$ cat config.mk
export PLATFORM = sky130hd
export DESIGN_NAME = integer_to_ascii_formatter_core
export DESIGN_NICKNAME = d
export VERILOG_FILES = /design/src/hdl/i2a_pkg.sv /design/src/hdl/i2a_dabble.sv /design/src/hdl/integer_to_ascii_formatter_core.sv
export SDC_FILE = /design/constraint.sdc
export NUM_CORES = 1
export LEC_CHECK = 0
export BUFFER_PORTS_ARGS = -buffer_cell sky130_fd_sc_hd__buf_2
export CORE_ASPECT_RATIO = 1.75
export CORE_UTILIZATION = 35
export DETAILED_ROUTE_END_ITERATION = 10
export PLACE_DENSITY = 0.52
export SKIP_LAST_GASP = 1
export SYNTH_ARGS = -nofsm -noshare
export SYNTH_HDL_FRONTEND = slang
export SYNTH_HIERARCHICAL = 1
export SYNTH_SLANG_ARGS = --single-unit
$ cat constraint.sdc
create_clock -name aclk -period 8 [get_ports aclk]
set_input_delay 1.6 -clock aclk [delete_from_list [all_inputs] [get_ports aclk]]
set_output_delay 1.6 -clock aclk [all_outputs]
set_load 0.01 [all_outputs]
$ cat src/hdl/i2a_pkg.sv
// ----------------------------------------------------------------------------
// i2a_pkg
// shared types, constants and character helpers for the integer to ascii
// formatter
// ----------------------------------------------------------------------------
package i2a_pkg;

    localparam int VALUE_W    = 64;
    localparam int LOW_W      = 32;
    localparam int CMD_W      = 3;
    localparam int CHAR_W     = 8;
    localparam int COUNT_W    = 32;
    localparam int NIBBLE_W   = 4;
    localparam int BCD_DIGITS = 10;
    localparam int BCD_W      = BCD_DIGITS * NIBBLE_W;
    localparam int HEX_DIGITS = VALUE_W / NIBBLE_W;
    localparam int NDIG_W     = $clog2(HEX_DIGITS + 1);
    localparam int BITCNT_W   = $clog2(LOW_W + 1);

    localparam logic [CHAR_W-1:0] CHAR_ZERO  = 8'h30;
    localparam logic [CHAR_W-1:0] CHAR_X     = 8'h78;
    localparam logic [CHAR_W-1:0] CHAR_MINUS = 8'h2d;

    typedef enum logic [CMD_W-1:0] {
        CMD_SDEC = 3'd0,
        CMD_UDEC = 3'd1,
        CMD_HEXL = 3'd2,
        CMD_HEXU = 3'd3,
        CMD_PTR  = 3'd4
    } cmd_t;

    typedef enum logic [3:0] {
        ST_IDLE = 4'b0001,
        ST_CONV = 4'b0010,
        ST_SKIP = 4'b0100,
        ST_EMIT = 4'b1000
    } state_t;

    // one digit to its ascii character
    function automatic logic [CHAR_W-1:0] digit_char(input logic [NIBBLE_W-1:0] d,
                                                     input logic upper);
        logic [CHAR_W-1:0] c;
        begin
            if (d < 4'd10) begin
                c = CHAR_ZERO + {4'd0, d};
            end else if (upper) begin
                c = 8'h41 + {4'd0, d - 4'd10};
            end else begin
                c = 8'h61 + {4'd0, d - 4'd10};
            end
            return c;
        end
    endfunction

endpackage

$ cat src/hdl/i2a_dabble.sv
// ----------------------------------------------------------------------------
// i2a_dabble
// one shift-add-3 step of the binary to bcd conversion
// ----------------------------------------------------------------------------
module i2a_dabble
    import i2a_pkg::*;
(
    input  logic [BCD_W-1:0] bcd_in,
    input  logic             bit_in,
    output logic [BCD_W-1:0] bcd_out
);

    logic [BCD_W-1:0] adj;

    always_comb begin
        for (int i = 0; i < BCD_DIGITS; i++) begin
            if (bcd_in[i*NIBBLE_W +: NIBBLE_W] >= 4'd5) begin
                adj[i*NIBBLE_W +: NIBBLE_W] = bcd_in[i*NIBBLE_W +: NIBBLE_W] + 4'd3;
            end else begin
                adj[i*NIBBLE_W +: NIBBLE_W] = bcd_in[i*NIBBLE_W +: NIBBLE_W];
            end
        end
    end

    assign bcd_out = {adj[BCD_W-2:0], bit_in};

endmodule

$ cat src/hdl/integer_to_ascii_formatter_core.sv
// ----------------------------------------------------------------------------
// integer_to_ascii_formatter_core
// formats a binary value as decimal, hex or pointer text, one character a word
// ----------------------------------------------------------------------------
// decimal runs the bcd conversion on the low 32 bits, then drops up to 9 leading
//   zero digits and emits the characters; hex and pointer skip the conversion
// one item at a time: a new item is accepted only back in idle, after the last
//   character is loaded; a reserved command is dropped without output
// reset: synchronous active-low aresetn clears the sequencer, output valid and
//   the running character count
// ----------------------------------------------------------------------------
module integer_to_ascii_formatter_core
    import i2a_pkg::*;
(
    input  logic                      aclk,
    input  logic                      aresetn,
    input  logic                      s_tvalid,
    output logic                      s_tready,
    input  logic [VALUE_W-1:0]        s_tdata,  // value[63:0]
    input  logic [CMD_W-1:0]          s_tuser,  // cmd[2:0]
    output logic                      m_tvalid,
    input  logic                      m_tready,
    output logic [COUNT_W+CHAR_W-1:0] m_tdata,  // char_out[7:0], total_count[39:8]
    output logic                      m_tlast
);

    state_t                    state_reg, state_next;
    logic [VALUE_W-1:0]        dig_reg, dig_next;
    logic [LOW_W-1:0]          bin_reg, bin_next;
    logic [BITCNT_W-1:0]       bitcnt_reg, bitcnt_next;
    logic [NDIG_W-1:0]         ndig_reg, ndig_next;
    logic [1:0]                pre_reg, pre_next;
    logic                      ptr_reg, ptr_next;
    logic                      upper_reg, upper_next;
    logic [COUNT_W-1:0]        count_reg, count_next;
    logic                      m_tvalid_reg, m_tvalid_next;
    logic [COUNT_W+CHAR_W-1:0] m_tdata_reg, m_tdata_next;
    logic                      m_tlast_reg, m_tlast_next;

    logic [LOW_W-1:0]  low;
    logic [LOW_W-1:0]  neg_low;
    logic [BCD_W-1:0]  bcd_step;
    logic              out_free;
    logic              out_load;
    logic [CHAR_W-1:0] pre_char;
    logic [CHAR_W-1:0] out_char;
    logic              out_last;

    assign low     = s_tdata[LOW_W-1:0];
    assign neg_low = ~low + 32'd1;

    i2a_dabble u_dabble (
        .bcd_in  (dig_reg[VALUE_W-1 -: BCD_W]),
        .bit_in  (bin_reg[LOW_W-1]),
        .bcd_out (bcd_step)
    );

    assign s_tready = (state_reg == ST_IDLE);
    assign out_free = !m_tvalid_reg || m_tready;
    assign out_load = (state_reg == ST_EMIT) && out_free;

    always_comb begin
        if (ptr_reg) begin
            pre_char = (pre_reg == 2'd2) ? CHAR_ZERO : CHAR_X;
        end else begin
            pre_char = CHAR_MINUS;
        end
        out_char = (pre_reg != 2'd0) ? pre_char
                                      : digit_char(dig_reg[VALUE_W-1 -: NIBBLE_W], upper_reg);
        out_last = (pre_reg == 2'd0) && (ndig_reg == NDIG_W'(1));
    end

    always_comb begin
        state_next    = state_reg;
        dig_next      = dig_reg;
        bin_next      = bin_reg;
        bitcnt_next   = bitcnt_reg;
        ndig_next     = ndig_reg;
        pre_next      = pre_reg;
        ptr_next      = ptr_reg;
        upper_next    = upper_reg;
        count_next    = count_reg;
        m_tvalid_next = m_tvalid_reg && !m_tready;
        m_tdata_next  = m_tdata_reg;
        m_tlast_next  = m_tlast_reg;

        case (state_reg)
            ST_IDLE: begin
                if (s_tvalid) begin
                    pre_next   = 2'd0;
                    ptr_next   = 1'b0;
                    upper_next = 1'b0;
                    case (s_tuser)
                        CMD_SDEC, CMD_UDEC: begin
                            dig_next    = '0;
                            bitcnt_next = BITCNT_W'(LOW_W);
                            if (s_tuser == CMD_SDEC && low[LOW_W-1]) begin
                                bin_next = neg_low;
                                pre_next = 2'd1;
                            end else begin
                                bin_next = low;
                            end
                            state_next = ST_CONV;
                        end
                        CMD_HEXL, CMD_HEXU: begin
                            dig_next   = {low, {(VALUE_W-LOW_W){1'b0}}};
                            ndig_next  = NDIG_W'(LOW_W / NIBBLE_W);
                            upper_next = (s_tuser == CMD_HEXU);
                            state_next = ST_SKIP;
                        end
                        CMD_PTR: begin
                            dig_next   = s_tdata;
                            ndig_next  = NDIG_W'(HEX_DIGITS);
                            pre_next   = 2'd2;
                            ptr_next   = 1'b1;
                            state_next = ST_SKIP;
                        end
                        default: begin
                            // undefined command: dropped without output
                            state_next = ST_IDLE;
                        end
                    endcase
                end
            end
            ST_CONV: begin
                dig_next    = {bcd_step, {(VALUE_W-BCD_W){1'b0}}};
                bin_next    = {bin_reg[LOW_W-2:0], 1'b0};
                bitcnt_next = bitcnt_reg - BITCNT_W'(1);
                if (bitcnt_reg == BITCNT_W'(1)) begin
                    ndig_next  = NDIG_W'(BCD_DIGITS);
                    state_next = ST_SKIP;
                end
            end
            ST_SKIP: begin
                // drop leading zero digits, keeping at least one
                if (dig_reg[VALUE_W-1 -: NIBBLE_W] == 4'd0 && ndig_reg > NDIG_W'(1)) begin
                    dig_next  = {dig_reg[VALUE_W-NIBBLE_W-1:0], {NIBBLE_W{1'b0}}};
                    ndig_next = ndig_reg - NDIG_W'(1);
                end else begin
                    state_next = ST_EMIT;
                end
            end
            ST_EMIT: begin
                if (out_free) begin
                    count_next    = count_reg + 32'd1;
                    m_tvalid_next = 1'b1;
                    m_tdata_next  = {count_reg + 32'd1, out_char};
                    m_tlast_next  = out_last;
                    if (pre_reg != 2'd0) begin
                        pre_next = pre_reg - 2'd1;
                    end else begin
                        dig_next  = {dig_reg[VALUE_W-NIBBLE_W-1:0], {NIBBLE_W{1'b0}}};
                        ndig_next = ndig_reg - NDIG_W'(1);
                        if (out_last) begin
                            state_next = ST_IDLE;
                        end
                    end
                end
            end
            default: begin
                state_next = ST_IDLE;
            end
        endcase
    end

    always_ff @(posedge aclk) begin
        if (!aresetn) begin
            state_reg    <= ST_IDLE;
            count_reg    <= '0;
            m_tvalid_reg <= 1'b0;
            bitcnt_reg   <= '0;
            ndig_reg     <= '0;
            pre_reg      <= '0;
        end else begin
            state_reg    <= state_next;
            count_reg    <= count_next;
            m_tvalid_reg <= m_tvalid_next;
            bitcnt_reg   <= bitcnt_next;
            ndig_reg     <= ndig_next;
            pre_reg      <= pre_next;
        end
    end

    always_ff @(posedge aclk) begin
        dig_reg     <= dig_next;
        bin_reg     <= bin_next;
        ptr_reg     <= ptr_next;
        upper_reg   <= upper_next;
        m_tdata_reg <= m_tdata_next;
        m_tlast_reg <= m_tlast_next;
    end

    assign m_tvalid = m_tvalid_reg;
    assign m_tdata  = m_tdata_reg;
    assign m_tlast  = m_tlast_reg;

    // each word loaded carries the count advanced by exactly one
    a_count_step: assert property (@(posedge aclk) disable iff (!aresetn)
        out_load |=> (m_tdata_reg[COUNT_W+CHAR_W-1:CHAR_W] == count_reg))
        else $error("word count does not match running count");

    // no character is emitted with no digits left
    a_emit_digits: assert property (@(posedge aclk) disable iff (!aresetn)
        (state_reg == ST_EMIT) |-> (ndig_reg != '0))
        else $error("emit state entered with no digits");

    // conversion always finishes and hands a full bcd word to the zero skip
    a_conv_done: assert property (@(posedge aclk) disable iff (!aresetn)
        (state_reg == ST_CONV && bitcnt_reg == BITCNT_W'(1))
        |=> (state_reg == ST_SKIP && ndig_reg == NDIG_W'(BCD_DIGITS)))
        else $error("bcd conversion did not complete");

endmodule
[Word-level counts from Yosys, hierarchy flattened]
Cells that the tools add are included.
Word-level totals
  memory bits (writable): 0
  memory bits (read-only): 0
  memories: 0
  latch bits: 0
  register bits after elaboration: 189
  input bits: 71
Operators by class
  mux-type cells: 52
  equality and inequality tests: 22
  divide/modulo/power cells: 0
  multiply operators: 0
  $add $sub $neg: 19
  reduce and logical (&&, ||, !) cells: 24
  order comparisons: 12
  bitwise logic cells: 1
  shifts and indexed selects: 0
Operator list (number)
  $mux 64: 4
  $pmux 64 s4: 1
  $pmux 64 s3: 1
  $mux 32: 3
  $add 32x1->32 const B: 2
  $pmux 32 s2: 1
  $mux 4: 15
  $ge 4x3->1 const B: 10
  $add 4x2->4 const B: 9
  $not 32->32: 1
  $mux 5: 5
  $mux 8: 3
  $pmux 5 s4: 1
  $add 7x4->8 const A: 2
  $pmux 4 s4: 1
  $mux 7: 2
  $ne 2x2->1 const B: 7
  $mux 6: 2
  $pmux 6 s2: 1
  $reduce_and 6->1: 2
  $pmux 5 s2: 1
  $pmux 2 s2: 2
  $add 6x4->7 const A: 1
  $reduce_and 7->1: 1
  37 further kinds: 52

[Logic depth before layout (Yosys ltp)]
Gate-level depths: netlist of run 1.
  word-level depth: 6
  depth in mapped cells: 8
  mapped depth without buffers: 7

[Cells and area by module]
The synthesis of run 1 kept the hierarchy.
By module, submodules not included
  integer_to_ascii_formatter_core: cells an instance 888, area each 9390.3 µm², instances 1
  i2a_dabble: cells an instance 157, area each 1001.0 µm², instances 1

[Least setup slack after synthesis of run 1]
OpenSTA, ideal clock, no wires.
  path type: input to register
  start: input port s_tuser[0]
  end: register ndig_reg[4]
  required time: 7882 ps
  slack: 3361 ps
  path buffers: 0
  setup time: 118 ps
  data arrival time: 4521 ps
  stages on the path: 5
  path through: o21ai_0 -> nand3_1 -> a32oi_2 -> nand3_1 -> a32o_1
On the way
  word-level cells in the longest chain between the ends: 5
Ends and longest elaborated chain
  start, declared: RTL line integer_to_ascii_formatter_core.sv:20  | input logic [CMD_W-1:0] s_tuser,
  $eq 3x2->1: RTL line integer_to_ascii_formatter_core.sv:93  | case (s_tuser)
  $reduce_or 2->1: RTL line integer_to_ascii_formatter_core.sv:93
  $pmux 5 s2: RTL line integer_to_ascii_formatter_core.sv:93
  $mux 5: RTL line integer_to_ascii_formatter_core.sv:89  | if (s_tvalid) begin
  $pmux 5 s4: RTL line integer_to_ascii_formatter_core.sv:87  | case (state_reg)
  end signal, assigned: RTL line integer_to_ascii_formatter_core.sv:179  | ndig_reg <= ndig_next;
  end, declared: RTL line integer_to_ascii_formatter_core.sv:31  | logic [NDIG_W-1:0] ndig_reg, ndig_next;
Parallel ways exist; a longest one is shown, timed or not. The select of a mux whose other input is x is not followed.
A chain may end at the register's enable or synchronous reset.

[Final worst setup path of run 1]
  start: register state_reg[0]
  end: output port s_tready
On the way
  word-level cells in the longest chain between the ends: 1
Ends and longest elaborated chain
  start, declared: RTL line integer_to_ascii_formatter_core.sv:27  | state_t state_reg, state_next;
  start signal, assigned: RTL line integer_to_ascii_formatter_core.sv:175  | state_reg <= state_next;
  $eq 4x1->1: RTL line integer_to_ascii_formatter_core.sv:58  | assign s_tready = (state_reg == ST_IDLE);
  end, declared: RTL line integer_to_ascii_formatter_core.sv:18  | output logic s_tready,
Every way passes these cells.

==> results.md, run 1 <==
* Outcome: complete, but fails checks
* Failing checks: design-rule violations
* Start point of the worst hold path: count_reg[1]
* Number of clock buffers inserted by TritonCTS at 17
* Cell depth of the worst flop-to-flop path at 6
* Count of pins over their slew limit at 0
* Overall via count from detail_route at 8051
* HPWL after detailed placement at 19000 um
* Setup repair after global routing missed its margin: false
* Leading cell type in the layout, fill and taps excluded: sky130_fd_sc_hd__nand2_1
* Transition time at the pin with the least slew margin at 1.01 ns
* Antenna violations before repair at 8
* GRT Total Usage at 18.2%
* Number of flip-flops in the largest register at 64
* Average cell area after synthesis at 9.94 um^2
* Number of warnings printed during yosys synthesis at 6
* Worst vdd ir at 177 uV
* Hold buffers post-CTS at 0
* Arrival time of data at the critical path endpoint at 1.86 ns
* Power Dens Cells at 211 mW/mm^2
* Synthesized-area fraction occupied by ao, oa, aoi and oai cells at 14.6%
* Primary flip-flop cell chosen by synthesis mapping: sky130_fd_sc_hd__edfxtp_1
* Setup Viol. Count Final at 0
* Max Cap Viol at 0
* Die area at 0.0304 mm^2
* Cell area after placement at 0.0113 mm^2
* Critical Path Fanout Max at 8
* Flop2flop setup slack at 4.93 ns
* Number of global-route vias before repair at 7869
* Final net count at 1233
* Worst setup skew after layout at 0.0119 ns
* Cell count after synthesis at 1045
* Synth Area in XOR/XNOR at 8.18%
* Grt total ovfl at 0
* Core region area at 0.0293 mm^2
* Share of synthesized area spent on multiplexers at 1.16%
* Layout cells sized above 1 at 15.8%
* Startpoint of the worst-slack reg-to-reg timing path: state_reg[3]
* Maximum number of pins on one net before global-route repair at 98
* Dominant combinational cell family by area after synthesis: simple AND/OR/NAND/NOR gates
* Starting density of the core at 35.5%
* Die extent in y at 230 um
* Number of design rule violations left after detail routing at 2
* Leakage power at 0.00438 uW
* Setup crit start: state_reg[0]
* Drt via density at 5.26
* Postcts setup bufs at 0
* Worst-case headroom to the max-slew limit at 32.5%
* Final design area excluding fillers at 0.0119 mm^2
* Number of top-level pins at 114
* Number of flops mapped to enable cells by yosys at 138
* Adder-cell share of the synthesized area at 3.73%
* Aggregate negative setup slack at 0 ns
* Critical R2R Capture: pre_reg[1]
* Worst Setup EP: s_tready
* Most used cells in the layout excluding fill and tap cells: sky130_fd_sc_hd__nand2_1 (167), sky130_fd_sc_hd__edfxtp_1 (138), sky130_fd_sc_hd__buf_2 (112)
* Number of hold violations in the final report at 0
* Remaining antenna violation count at 0
* Area share of and/or/nand/nor cells after synthesis at 18.6%
* Maximum level of the CTS H-tree at 4
* Post-synthesis net count at 1147
* Number of rows created at floorplan at 83
* Period Utilization, post-route at 43.2%
* Final Wtd Congestion at 0.831
* CP Data Required Time at 6.40 ns
* Fraction of the yosys area taken by sequential cells at 49.5%
* Fmax at 0.289 GHz
* Async SR Flop Fraction at 0%
* Detailed-router iteration count before antenna repair at 11
* Clock tree from TritonCTS: yes
* Worst-path clk slew at 0.07 ns
* HP Class: flop to flop
* Netlist Area Pre-Place at 0.0104 mm^2
* Floorplan die width at 132 um
* Routed wire length at 26600 um
* Type of origin of the critical path: flop
* Nature of the critical path endpoint: output port
* Longest Clk Path Bufs at 2
* PortBufs at 112
* Syn-to-layout area delta at 14.7%
* Routed WL per cell at 17.4 um
* Number of register bits inferred by synthesis at 188
* CP Class: flop to output port
* Number of gates resized after CTS at 0
* Wire length of the first global-routing pass at 42300 um
* Final critical path time including I/O delays and setup at 3.46 ns
* Root buffer cell: sky130_fd_sc_hd__clkbuf_16
* DRC violation total after the first TritonRoute iteration at 530
* Clock Sinks at 188
* Number of different library cells in the post-synthesis netlist at 65
* Later-pin clock latency in the skew report at 0.46 ns
where the power goes:
group	internal, uW	switching (uW)	total [uW]
logic	162	252	414
registers	1160	68.7	1230
clock network	492	387	878
total	1810	707	2520
worst min path at each step:
stage	end	slack, ns	cells after the start
final	count_reg[1]	0.49	2
after global routing	count_reg[1]	0.52	2
after CTS	bitcnt_reg[4]	0.49	1
after detailed placement	bitcnt_reg[4]	0.48	1
after global placement	pre_reg[1]	0.47	2
after floorplan	bitcnt_reg[4]	0.45	1
cell usage after synthesis (all sizes together), types with 3 or more instances:
| cell | n | share of area, % |
|---|---|---|
| inv | 53 | 1.9 |
| a222oi | 40 | 3.9 |
| buf | 7 | 0.55 |
| and2 | 11 | 0.66 |
| mux2i | 12 | 1.2 |
| nor4b | 3 | 0.31 |
| clkbuf | 49 | 1.8 |
| edfxtp | 138 | 40 |
| or3 | 14 | 0.84 |
| nand4 | 20 | 1.2 |
| nand3 | 28 | 1.5 |
| and3 | 9 | 0.54 |
| o21a | 5 | 0.36 |
| or4b | 3 | 0.29 |
| a31o | 4 | 0.34 |
| xor2 | 38 | 3.2 |
| a211oi | 5 | 0.36 |
| nor3 | 17 | 0.82 |
| nand2 | 167 | 6.0 |
| nor4 | 12 | 1.3 |
| a22o | 21 | 1.8 |
| nor2 | 74 | 2.7 |
| o21ai | 59 | 2.8 |
| and4 | 4 | 0.34 |
| a21oi | 44 | 2.5 |
| nand2b | 25 | 1.5 |
| ha | 31 | 3.7 |
| o31ai | 4 | 0.29 |
| dfxtp | 50 | 9.6 |
| a31oi | 12 | 0.72 |
| xnor2 | 59 | 5.0 |
layer usage:
| metal | vias up | global-route usage, % | share of wire [%] |
|---|---|---|---|
| met1 | 3834 | 18.8 | 37 |
| met2 | 189 | 34.4 | 55 |
| met5 | - | 0 | 0.14 |
| met3 | 48 | 3.68 | 4.5 |
| li1 | 3972 | - | - |
| met4 | 8 | 9.02 | 2.9 |
per-stage QoR:
step	total power, uW	worst slack (ns)	hold slack (ns)	util [%]	cells
after global placement	1660	4.21	0.473	38.6	1494
after global routing	2640	4.41	0.517	40.7	1530
after CTS	2550	4.50	0.494	40.6	1526
after floorplan	1530	3.36	0.450	-	1045
final	2520	4.54	0.491	40.7	1530
after detailed placement	1670	4.17	0.479	38.6	1494
cell families after synthesis:
family	count (synthesis)
buffers and inverters	109
other	1
and+or+nand+nor	396
DFF	188
adders and majority gates	31
xor gates and xnor gates	97
muxes	12
AOI/OAI and AO/OA	211
worst max-delay path, stage by stage, from the launching register on:
cell,delay (ns)
sky130_fd_sc_hd__dfxtp_1,0.49
sky130_fd_sc_hd__or4b_1,0.54
sky130_fd_sc_hd__inv_1,0.20
sky130_fd_sc_hd__buf_2,0.17
final cells by class:
| cell class | count | area, um^2 |
|---|---|---|
| diodes | 4 | 10.0 |
| clock buffers | 18 | 429 |
| clock inverters | 14 | 169 |
| fillers | 2917 | 17400 |
| inverters | 53 | 199 |
| multi-input cells | 748 | 4840 |
| flip-flops and latches | 188 | 5140 |
| well taps | 382 | 478 |
| repair buffers | 123 | 643 |
Power figures use the tool's default switching activity.
==> run 2, diff against run 1 <==
--- a/config.mk
+++ b/config.mk
@@ -5,11 +5,12 @@
 export SDC_FILE = /design/constraint.sdc
 export NUM_CORES = 1
 export LEC_CHECK = 0
+export ABC_AREA = 1
 export BUFFER_PORTS_ARGS = -buffer_cell sky130_fd_sc_hd__buf_2
 export CORE_ASPECT_RATIO = 1.75
 export CORE_UTILIZATION = 35
 export DETAILED_ROUTE_END_ITERATION = 10
-export PLACE_DENSITY = 0.52
+export PLACE_DENSITY = 0.54
 export SKIP_LAST_GASP = 1
 export SYNTH_ARGS = -nofsm -noshare
 export SYNTH_HDL_FRONTEND = slang
==> constraint.sdc (replaced) <==
create_clock -name aclk -period 3.1 [get_ports aclk]
set_input_delay 0.62 -clock aclk [delete_from_list [all_inputs] [get_ports aclk]]
set_output_delay 0.62 -clock aclk [all_outputs]
set_load 0.01 [all_outputs]
==> results.md, run 2 <==
* Number of top-level pins at 114
* Die area at 0.0327 mm^2
* Netlist Area Pre-Place at 0.0112 mm^2
* Cell area after placement at 0.0122 mm^2
* Postcts setup bufs at 0
* Drt via density at 5.19
* Worst-path clk slew at 0.07 ns
* Starting density of the core at 35.6%
* Wire length of the first global-routing pass at 50900 um
* WP depth at 8
* Maximum level of the CTS H-tree at 4
* Final design area excluding fillers at 0.0127 mm^2
* Transition time at the pin with the least slew margin at 0.979 ns
* Cell with the most instances after synthesis: sky130_fd_sc_hd__nand2_1
* Routed WL per cell at 17.2 um
* Worst-case headroom to the max-slew limit at 34.7%
* Post-synthesis net count at 1508
* Final Core Density at 40.5%
* Buf/Inv on CP at 2
* Remaining antenna violation count at 0
* Async SR Flop Fraction at 0%
* Post-place setup slack at 0.630 ns
* Number of different library cells in the post-synthesis netlist at 45
* Critical Path Fanout Max at 64
* Floorplan die width at 137 um
* Final critical path time including I/O delays and setup at 2.33 ns
* Startpoint of the worst-slack reg-to-reg timing path: dig_reg[60]
* Routed wire length at 33000 um
* Arrival time of data at the critical path endpoint at 2.45 ns
* Number of global-route vias before repair at 9504
* Family with the most delay on the worst path: simple AND/OR/NAND/NOR gates
* Clock Sinks at 188
* Setup crit start: dig_reg[60]
* Number of clock buffers inserted by TritonCTS at 17
* Aggregate negative setup slack at 0 ns
* CP Class: flop to flop
* Later-pin clock latency in the skew report at 0.45 ns
* Critical R2R Capture: dig_reg[13]
* Period Utilization, post-route at 75.1%
* Layout cells sized above 1 at 14.4%
* Number of design rule violations left after detail routing at 0
* Fmax at 0.429 GHz
* Root buffer cell: sky130_fd_sc_hd__clkbuf_16
* Type of origin of the critical path: flop
* Number of flip-flops in the largest register at 64
* Slack of the critical path at 0.771 ns
* HP Class: primary input to flop
* DRC violation total after the first TritonRoute iteration at 546
* HPWL after detailed placement at 24800 um
* Count of pins over their slew limit at 0
* Worst setup skew after layout at 0.00791 ns
* Power Dens Cells at 526 mW/mm^2
* Leading post-synthesis cells by cell area: sky130_fd_sc_hd__edfxtp_1 (37%), sky130_fd_sc_hd__nand2_1 (11%), sky130_fd_sc_hd__dfxtp_1 (8.9%), sky130_fd_sc_hd__nand3_1 (7.4%), sky130_fd_sc_hd__inv_1 (6.0%)
* Clock tree from TritonCTS: yes
* Cell Chain, Critical Path: inv_1 -> ha_1 -> nor3b_1 -> nand3_1 -> nand2_1 -> nand4_1 -> nor2_4 -> buf_12
* PortBufs at 112
* Maximum number of pins on one net before global-route repair at 75
* Number of gates resized after CTS at 0
* Hold buffers post-CTS at 0
* Antenna violations before repair at 0
* Leading cell type in the layout, fill and taps excluded: sky130_fd_sc_hd__nand2_1
* Longest Clk Path Bufs at 2
* Start point of the worst hold path: s_tdata[47]
* Cell depth of the worst flop-to-flop path at 8
* Number of rows created at floorplan at 86
* Outcome: finished, final reports clean
* Die extent in y at 238 um
* Fraction of the yosys area taken by sequential cells at 46.0%
* Flop2flop setup slack at 0.77 ns
* Max stage delay cell, worst path: sky130_fd_sc_hd__edfxtp_1
* Cell count after synthesis at 1406
* Setup Viol. Count Final at 0
* Number of hold violations in the final report at 0
* Max Cap Viol at 0
* Average cell area after synthesis at 7.95 um^2
* Most used cells in the layout excluding fill and tap cells: sky130_fd_sc_hd__nand2_1 (329), sky130_fd_sc_hd__inv_1 (180), sky130_fd_sc_hd__nand3_1 (166)
* Share of the synthesized area in the top cell type at 37.1%
* Number of warnings printed during yosys synthesis at 6
* Highest cell delay on the worst timing path at 0.48 ns
* Leakage power at 0.00544 uW
* Core region area at 0.0314 mm^2
* Antenna diode instance count at 0
* Most frequent cells after synthesis: sky130_fd_sc_hd__nand2_1 (330), sky130_fd_sc_hd__inv_1 (180), sky130_fd_sc_hd__nand3_1 (166)
* Overall via count from detail_route at 9939
* Grt total ovfl at 0
* Nature of the critical path endpoint: flop
* Library cell occupying the most area in the post-synthesis netlist: sky130_fd_sc_hd__edfxtp_1
* Worst Setup EP: dig_reg[13]
* Detailed-router iteration count before antenna repair at 5
* CP Data Required Time at 3.22 ns
* Syn-to-layout area delta at 13.8%
* Final Wtd Congestion at 0.901
* Primary flip-flop cell chosen by synthesis mapping: sky130_fd_sc_hd__edfxtp_1
* Sum of internal, switching and leakage power at 6690 uW
* Worst vdd ir at 447 uV
* GRT Total Usage at 20.9%
* Setup repair after global routing missed its margin: false
* Number of register bits inferred by synthesis at 188
* Final net count at 1608
* Number of flops mapped to enable cells by yosys at 138
-- run 2: worst min-delay path: cells and delay by family --
kind	cells	cell delay, ns
buf+inv	1	0.07
simple gates	2	0.10
-- run 2: cell type report --
| class | count | area, um^2 |
|---|---|---|
| flip-flops and latches | 188 | 5140 |
| clock buffers | 21 | 440 |
| fillers | 3244 | 18700 |
| clock inverters | 11 | 96.3 |
| well taps | 396 | 495 |
| inverters | 192 | 721 |
| multi-input cells | 980 | 5120 |
| repair buffers | 127 | 711 |
-- run 2: report_power, final --
group	leakage, uW	internal (uW)	total [uW]	switching (uW)
sequential	0.00172	3020	3220	200
clock	0.000241	1100	2080	984
combinational	0.00349	458	1390	931
total	0.00544	4580	6690	2110
-- run 2: kinds of logic after synthesis --
logic type | count (synthesis) | share of synthesized area [%]
AND/OR/NAND/NOR | 669 | 26.7
flip-flops | 188 | 46.0
XOR/XNOR | 28 | 2.19
adder cells (fa/ha/maj) | 31 | 3.47
buffers and inverters | 238 | 8.42
AO/OA/AOI/OAI | 251 | 13.2
other | 1 | 0.0335
-- run 2: per-stage QoR --
stage	hold slack, ns	cells
2_1_floorplan	0.445	1406
3_3_place_gp	0.454	1883
3_5_place_dp	0.459	1883
4_1_cts	0.433	1915
5_1_grt	0.451	1915
6_report	0.447	1915
-- run 2: worst min-delay path by stage --
stage	end	slack, ns	cells past startpoint
2_1_floorplan	bitcnt_reg[5]	0.45	2
3_3_place_gp	bitcnt_reg[5]	0.45	2
3_5_place_dp	bitcnt_reg[5]	0.46	2
4_1_cts	dig_reg[47]	0.43	3
5_1_grt	dig_reg[50]	0.45	3
6_report	dig_reg[47]	0.45	3
-- run 2: metal layers --
layer	track usage [%]	up-vias	wire [um]
met5	0	-	0
met2	39.6	297	18100
met3	3.19	74	1380
met4	11.4	0	1620
li1	-	4912	-
met1	21.4	4656	11900
==> run 3, diff against run 2 <==
--- a/config.mk
+++ b/config.mk
@@ -5,12 +5,12 @@
 export SDC_FILE = /design/constraint.sdc
 export NUM_CORES = 1
 export LEC_CHECK = 0
-export ABC_AREA = 1
+export ABC_AREA = 0
 export BUFFER_PORTS_ARGS = -buffer_cell sky130_fd_sc_hd__buf_2
 export CORE_ASPECT_RATIO = 1.75
 export CORE_UTILIZATION = 35
 export DETAILED_ROUTE_END_ITERATION = 10
-export PLACE_DENSITY = 0.54
+export PLACE_DENSITY = 0.52
 export SKIP_LAST_GASP = 1
 export SYNTH_ARGS = -nofsm -noshare
 export SYNTH_HDL_FRONTEND = slang
==> constraint.sdc (replaced) <==
create_clock -name aclk -period 2.4 [get_ports aclk]
set_input_delay 0.48 -clock aclk [delete_from_list [all_inputs] [get_ports aclk]]
set_output_delay 0.48 -clock aclk [all_outputs]
set_load 0.01 [all_outputs]
==> results.md, run 3 (synthesis results as in run 1) <==
* Combinational share of power at 18.4%
* Final net count at 1280
* Drt via density at 5.18
* Die extent in y at 230 um
* CP Data Required Time at 2.76 ns
* Floorplan die width at 132 um
* Number of hold violations in the final report at 0
* Clock Sinks at 188
* Final cell count without fillers at 1575
* Leading cell type in the layout, fill and taps excluded: sky130_fd_sc_hd__nand2_1
* Final critical path time including I/O delays and setup at 2.22 ns
* HPWL after detailed placement at 19900 um
* Slack of the critical path at 0.181 ns
* GRT Total Usage at 17.8%
* Maximum level of the CTS H-tree at 4
* Net Sw Power at 2350 uW
* Layout cells sized above 1 at 19.3%
* Remaining antenna violation count at 0
* Root buffer cell: sky130_fd_sc_hd__clkbuf_16
* Max Cap Viol at 0
* Grt total ovfl at 0
* DRC violation total after the first TritonRoute iteration at 540
* Core region area at 0.0293 mm^2
* Outcome: finished, final reports clean
* Final Wtd Congestion at 0.851
* Count of pins over their slew limit at 0
* Routed WL per cell at 17.0 um
* Aggregate negative setup slack at 0 ns
* Worst setup skew after layout at 0.00901 ns
* Wire length of the first global-routing pass at 41500 um
* Longest Clk Path Bufs at 2
* Buf/Inv on CP at 0
* Number of top-level pins at 114
* Setup repair after global routing missed its margin: false
* Die area at 0.0304 mm^2
* Worst-path clk slew at 0.07 ns
* Antenna violations before repair at 5
* Critical Path Fanout Max at 9
* Worst-case headroom to the max-slew limit at 64.6%
* Cell Chain, Critical Path: or4b_1 -> nor4_4 -> nand3_4 -> or3_1 -> a21oi_1
* Worst vdd ir at 469 uV
* Sequential cell area in the final layout at 0.00514 mm^2
* Fmax at 0.451 GHz
* Number of design rule violations left after detail routing at 0
* Overall via count from detail_route at 8158
* Transition time at the pin with the least slew margin at 0.526 ns
* PortBufs at 112
* Sum of internal, switching and leakage power at 8500 uW
* Switching Fraction at 27.6%
* Setup Viol. Count Final at 0
* Type of origin of the critical path: flop
* Relative contribution of the clock network to total power at 33.9%
* Number of flip-flops in the largest register at 64
* HP Class: primary input to flop
* Number of rows created at floorplan at 83
* Max stage delay cell, worst path: sky130_fd_sc_hd__or4b_1
* Number of clock buffers inserted by TritonCTS at 17
* Power Dens Cells at 686 mW/mm^2
* Postcts setup bufs at 0
* Starting density of the core at 35.5%
* Hold buffers post-CTS at 0
* Detailed-router iteration count before antenna repair at 8
* CP Class: flop to flop
* Highest cell delay on the worst timing path at 0.67 ns
* Maximum number of pins on one net before global-route repair at 68
* Arrival time of data at the critical path endpoint at 2.58 ns
* Most used cells in the layout excluding fill and tap cells: sky130_fd_sc_hd__nand2_1 (167), sky130_fd_sc_hd__edfxtp_1 (138), sky130_fd_sc_hd__buf_2 (112)
* Family with the most delay on the worst path: simple AND/OR/NAND/NOR gates
* Later-pin clock latency in the skew report at 0.43 ns
* Filler Cells Inserted at 2947
* Clock tree from TritonCTS: yes
* Nature of the critical path endpoint: flop
* Placed cell count at 1541
* Routed wire length at 26700 um
* Leakage power at 0.00465 uW
* Reg power frac at 47.7%
* Number of gates resized after CTS at 0
* Syn-to-layout area delta at 19.3%
* Internal power component at 6150 uW
* Number of global-route vias before repair at 7844
* Post-place setup slack at -0.0209 ns
* Multi-input gate area in the final layout at 0.00485 mm^2
* Period Utilization, post-route at 92.5%
## run 3: changes by cell type in the layout (fill, tap and decap cells not counted), moves of 32 or more
cell / delta
sky130_fd_sc_hd__buf_4: +36
sky130_fd_sc_hd__xnor2_1: +55
sky130_fd_sc_hd__a222oi_1: +40
sky130_fd_sc_hd__nand2_1: -162
sky130_fd_sc_hd__a22oi_1: -41
sky130_fd_sc_hd__nand3_1: -140
sky130_fd_sc_hd__inv_1: -130
sky130_fd_sc_hd__o21ai_0: -32
## run 3: worst paths after layout
check / startpoint / endpoint / slack (ns) / cells after the start
worst max-delay path: state_reg[1] / count_reg[25] / 0.18 / 5
worst min-delay path: s_tdata[41] / dig_reg[41] / 0.33 / 3
worst max register to register: state_reg[1] / count_reg[25] / 0.18 / 5
worst min register to register: bitcnt_reg[4] / bitcnt_reg[4] / 0.49 / 1
## run 3: through the flow
stage          area, um^2  utilization (%)  hold WS, ns
2_1_floorplan       10400                -        0.450
5_1_grt             12400             42.3        0.325
3_3_place_gp        11800             40.3        0.473
4_1_cts             12400             42.3        0.316
3_5_place_dp        11800             40.3        0.477
6_report            12400             42.3        0.335
## run 3: layout make-up
| cell class | instances | share of cell area [%] |
|---|---|---|
| diodes | 2 | 0.0404 |
| clock inverters | 14 | 1.35 |
| repair buffers | 170 | 9.04 |
| flip-flops and latches | 188 | 41.5 |
| clock buffers | 18 | 3.46 |
| well taps | 382 | 3.85 |
| multi-input cells | 748 | 39.1 |
| inverters | 53 | 1.65 |
## run 3: power groups by stage
stage | sequential [uW] | combinational [uW] | clock, uW
finish | 4060 | 1560 | 2880
global route | 4090 | 1740 | 3080
CTS | 4060 | 1580 | 2970
detailed placement | 4130 | 1570 | 0
global placement | 4130 | 1540 | 0
floorplan | 4080 | 1050 | 0
## run 3: worst register-to-register path, delay by kind of cell (launching register included)
kind | cells | cell delay, ns
flops | 1 | 0.33
simple gates | 4 | 1.66
compound gates | 1 | 0.15
## run 3: per-layer routing
layer  global-route usage [%]  vias to the layer above  wire length (um)
met5                        0                        -                30
met4                     7.83                        6               837
met3                     3.26                       44               976
met2                     35.0                      193             14900
met1                     17.8                     3845              9940
li1                         -                     4070                 -
